===== src/rtl/rae_pkg.sv =====
// Shared constants and types for the radiance accumulator with RGBE readout.
`default_nettype none
package rae_pkg;

  localparam int MAX_DIM  = 256;
  localparam int NPIX     = MAX_DIM * MAX_DIM;
  localparam int PIX_W    = $clog2(NPIX);
  localparam int DIM_W    = 9;
  localparam int POS_W    = 16;
  localparam int TOT_W    = 17;
  localparam int ACC_W    = 48;
  localparam int SMP_W    = 32;
  localparam int QUO_W    = ACC_W - 1;
  localparam int DIV_W    = 24;
  localparam int P_W      = $clog2(QUO_W);
  localparam int MAN_W    = 8;
  localparam int EXP_BIAS = 113;
  localparam int NCH      = 3;

  localparam logic [1:0] REG_WIDTH  = 2'd0;
  localparam logic [1:0] REG_HEIGHT = 2'd1;
  localparam logic [1:0] REG_ITER   = 2'd2;

  localparam logic FUNC_ADD  = 1'b0;
  localparam logic FUNC_READ = 1'b1;

  typedef logic [QUO_W-1:0] rae_quo_t;
  typedef logic [MAN_W-1:0] rae_man_t;

  typedef struct packed {
    logic             clr;
    logic             acc_wr;
    logic             div_load;
    logic             div_step;
    logic [PIX_W-1:0] addr;
  } rae_lane_ctl_t;

endpackage
`default_nettype wire


===== src/rtl/rae_merge.sv =====
// Combines the three channel quotients into RGBE mantissas and shared exponent.
`default_nettype none
module rae_merge
  import rae_pkg::*;
(
  input  wire rae_quo_t         quot [NCH],
  input  wire logic             found,
  input  wire logic [P_W-1:0]   top_bit,
  output rae_man_t              mant [NCH],
  output logic [MAN_W-1:0]      exponent
);

  logic [QUO_W+MAN_W-2:0] ext [NCH];

  // The top set bit of the largest channel lands on mantissa bit 7.
  always_comb begin
    for (int c = 0; c < NCH; c++) begin
      ext[c]  = {quot[c], {(MAN_W-1){1'b0}}} >> top_bit;
      mant[c] = found ? ext[c][MAN_W-1:0] : '0;
    end
    exponent = '0;
    if (found) begin
      exponent = MAN_W'({2'b0, top_bit} + MAN_W'(EXP_BIAS));
    end
  end

endmodule
`default_nettype wire


===== config.mk =====
export PLATFORM = sky130hd
export DESIGN_NAME = rae_merge
export DESIGN_NICKNAME = d
export VERILOG_FILES = /design/src/rtl/rae_pkg.sv /design/src/rtl/rae_merge.sv
export SDC_FILE = /design/constraint.sdc
export NUM_CORES = 1
export LEC_CHECK = 0
export ABC_AREA = 1
export BUFFER_PORTS_ARGS = -buffer_cell sky130_fd_sc_hd__buf_2
export CAP_MARGIN = 30
export CELL_PAD_IN_SITES_DETAIL_PLACEMENT = 1
export CELL_PAD_IN_SITES_GLOBAL_PLACEMENT = 1
export CORE_AREA = 2 2 164 118
export DETAILED_ROUTE_END_ITERATION = 8
export DIE_AREA = 0 0 166 120
export GPL_ROUTABILITY_DRIVEN = 0
export GPL_TIMING_DRIVEN = 0
export PLACE_DENSITY_LB_ADDON = 0.12
export SLEW_MARGIN = 20
export SYNTH_ARGS = -nofsm -noshare
export SYNTH_HDL_FRONTEND = slang
export SYNTH_SLANG_ARGS = --single-unit

===== constraint.sdc =====
create_clock -name vclk -period 4.2
set_clock_uncertainty 0.1 [all_clocks]
set_input_delay 0.84 -clock vclk [all_inputs]
set_output_delay 0.84 -clock vclk [all_outputs]
set_load 0.01 [all_outputs]

==> summary.md <==
| Metric | Value |
|---|---|
| Vias in the first global route | `12100` |
| Remaining Overflow, GRT | `0` |
| Crit path DAT | `3.00 ns` |
| WL/cell | `25.1 µm` |
| Area Growth Syn to Fin | `18.0%` |
| Max FO, Critical Path | `10` |
| Crit Path Class | `primary input to primary output` |
| Core Area | `0.0184 mm²` |
| Netlist Area Pre-Place | `approximately 0.0067 mm²` |
| FF/Latch Area | `0 µm²` |
| Vias after detailed routing | `12626` |
| Synth unique cells | `22` |
| Largest net degree at the start of global routing | `11` |
| Vias per cell | `6.46` |
| Fin nets | `~1900` |
| CP Launch Type | `primary input` |
| Max_cap viols | `0` |
| Mapped Cells | `1534` |
| Io pins | `180` |
| Fillers | `slightly above 3000` |
| Clock buffers | `0` |
| Remaining DRCs | `0` |
| Die Wd | `166 µm` |
| Port buffer count | `179` |
| Normalized max-slew margin | `0.316` |
| Max-slew violations | `0` |
| Fin crit period | `3.94 ns` |
| Synthesized area per cell | `4.36 µm²` |
| CTS Hold Buffers Added | `0` |
| Slew @ Worst Pin | `1.03 ns` |
| Max Clk Rate | `254 MHz` |
| First DRT Iteration DRCs | `2164` |
| Total GRT Usage | `0.474` |
| Final Hold Viols | `0` |
| RSZ-0062 raised after global routing | `false` |
| Final worst-path cycle share | `0.938` |
| Sequential cell count | `0` |
| CP Data Required Time | `3.26 ns` |
| Post-route setup TNS | `0 ns` |
| Drt first pass iters | `7` |
| Std-Cell Rows | `42` |
| Multi-input gate area | `around 0.0058 mm²` |
| Outcome | `complete, no violations` |
| Die ar. | `around 0.020 mm²` |
| Syn nets | `1683` |
| Die Ht | `120 µm` |
| Final setup viols | `0` |
| Register area share after synthesis | `0` |
| Cts repair resizes | `0` |
| Initial antenna violation count | `3` |
| Routed WL | `49200 µm` |
| Starting Density | `0.362` |
| Hold Crit Class | `primary input to primary output` |
| Post-DP HPWL | `~38000 µm` |
| ANT nets after route | `0` |
| Global-route wire length before repair | `70800 µm` |
| Worst setup EP type | `primary output` |
| Warnings from Yosys | `0` |
| Layout cell share with drive strength beyond 1 | `0.156` |
| Post-CTS Setup Repair Bufs | `0` |
synthesized netlist by cell type:
| cell | n | area, µm² |
|---|---|---|
| nand2_1 | 741 | 2780 |
| nand3_1 | 540 | 2700 |
| inv_1 | 72 | 270 |
| buf_2 | 57 | 285 |
| nor2_1 | 44 | 165 |
| buf_1 | 18 | 67.6 |
| buf_4 | 18 | 135 |
| clkbuf_1 | 14 | 52.6 |
| a21oi_1 | 8 | 40.0 |
| buf_6 | 5 | 56.3 |
| nand4_1 | 3 | 18.8 |
| o21ai_0 | 3 | 15.0 |
| inv_2 | 2 | 7.51 |
| buf_8 | 1 | 15.0 |
| ha_1 | 1 | 12.5 |
| inv_4 | 1 | 6.26 |
| nor2_2 | 1 | 6.26 |
| nor2_4 | 1 | 11.3 |
| nor3_1 | 1 | 5.00 |
| nor3_2 | 1 | 10.0 |
| nor4_1 | 1 | 6.26 |
| nor4_2 | 1 | 12.5 |
metal layers:
layer	track usage	part of all wire
met5	0	0
met4	0.303	0.078
met3	0.159	0.18
met2	0.669	0.38
met1	0.614	0.37
cell families (layout without fill, tap and decap cells):
family | count (synthesis) | after routing | synth area share
simple gates | 1334 | 1334 | 0.856
fa+ha+maj | 1 | 1 | 0.00187
compound gates | 11 | 11 | 0.00824
buf+inv | 188 | 367 | 0.134
other cells | 0 | 1 | 0
worst max-delay path, stage by stage:
cell and delay [ns]:
buf_2 0.13, inv_2 0.07, clkbuf_1 0.76, nand3_1 0.26, nand3_1 0.16, nand2_1 0.09, nand2_1 0.10, nand2_1 0.09
nand2_1 0.10, nand2_1 0.07, nor2_1 0.12, nor2_1 0.05, buf_2 0.15
cell usage in the layout (no fill, tap or decap):
cell	synthesis	routed
a21oi_1	8	8
buf_1	18	18
buf_2	57	236
buf_4	18	18
buf_6	5	5
buf_8	1	1
clkbuf_1	14	14
diode_2	0	1
ha_1	1	1
inv_1	72	72
inv_2	2	2
inv_4	1	1
nand2_1	741	741
nand3_1	540	540
nand4_1	3	3
nor2_1	44	44
nor2_2	1	1
nor2_4	1	1
nor3_1	1	1
nor3_2	1	1
nor4_1	1	1
nor4_2	1	1
o21ai_0	3	3
path summary, 6_finish.rpt:
check | from | endpoint | slack [ns] | cells past startpoint
max | top_bit[1] | mant[3] | 0.26 | 13
min | top_bit[4] | exponent[6] | 1.88 | 3
through the flow:
stage | std cells | setup WS (ns) | hold WS (ns) | instance area (µm²) | utilization
floorplan | 1534 | 1.29 | 1.63 | 6680 | -
global placement | 1955 | 0.484 | 1.88 | 7880 | 0.427
detailed placement | 1955 | 0.459 | 1.88 | 7880 | 0.427
CTS | 1955 | 0.455 | 1.88 | 7880 | 0.427
global route | 1955 | 0.237 | 1.90 | 7880 | 0.427
finish | 1956 | 0.261 | 1.88 | 7880 | 0.427
cell type report:
type / count / area share
inverter: 75 / 0.0360
tap: 242 / 0.0384
multi-input combinational: 1346 / 0.734
antenna: 1 / 0.000317
buffer: 113 / 0.0776
timing repair buffer: 179 / 0.114
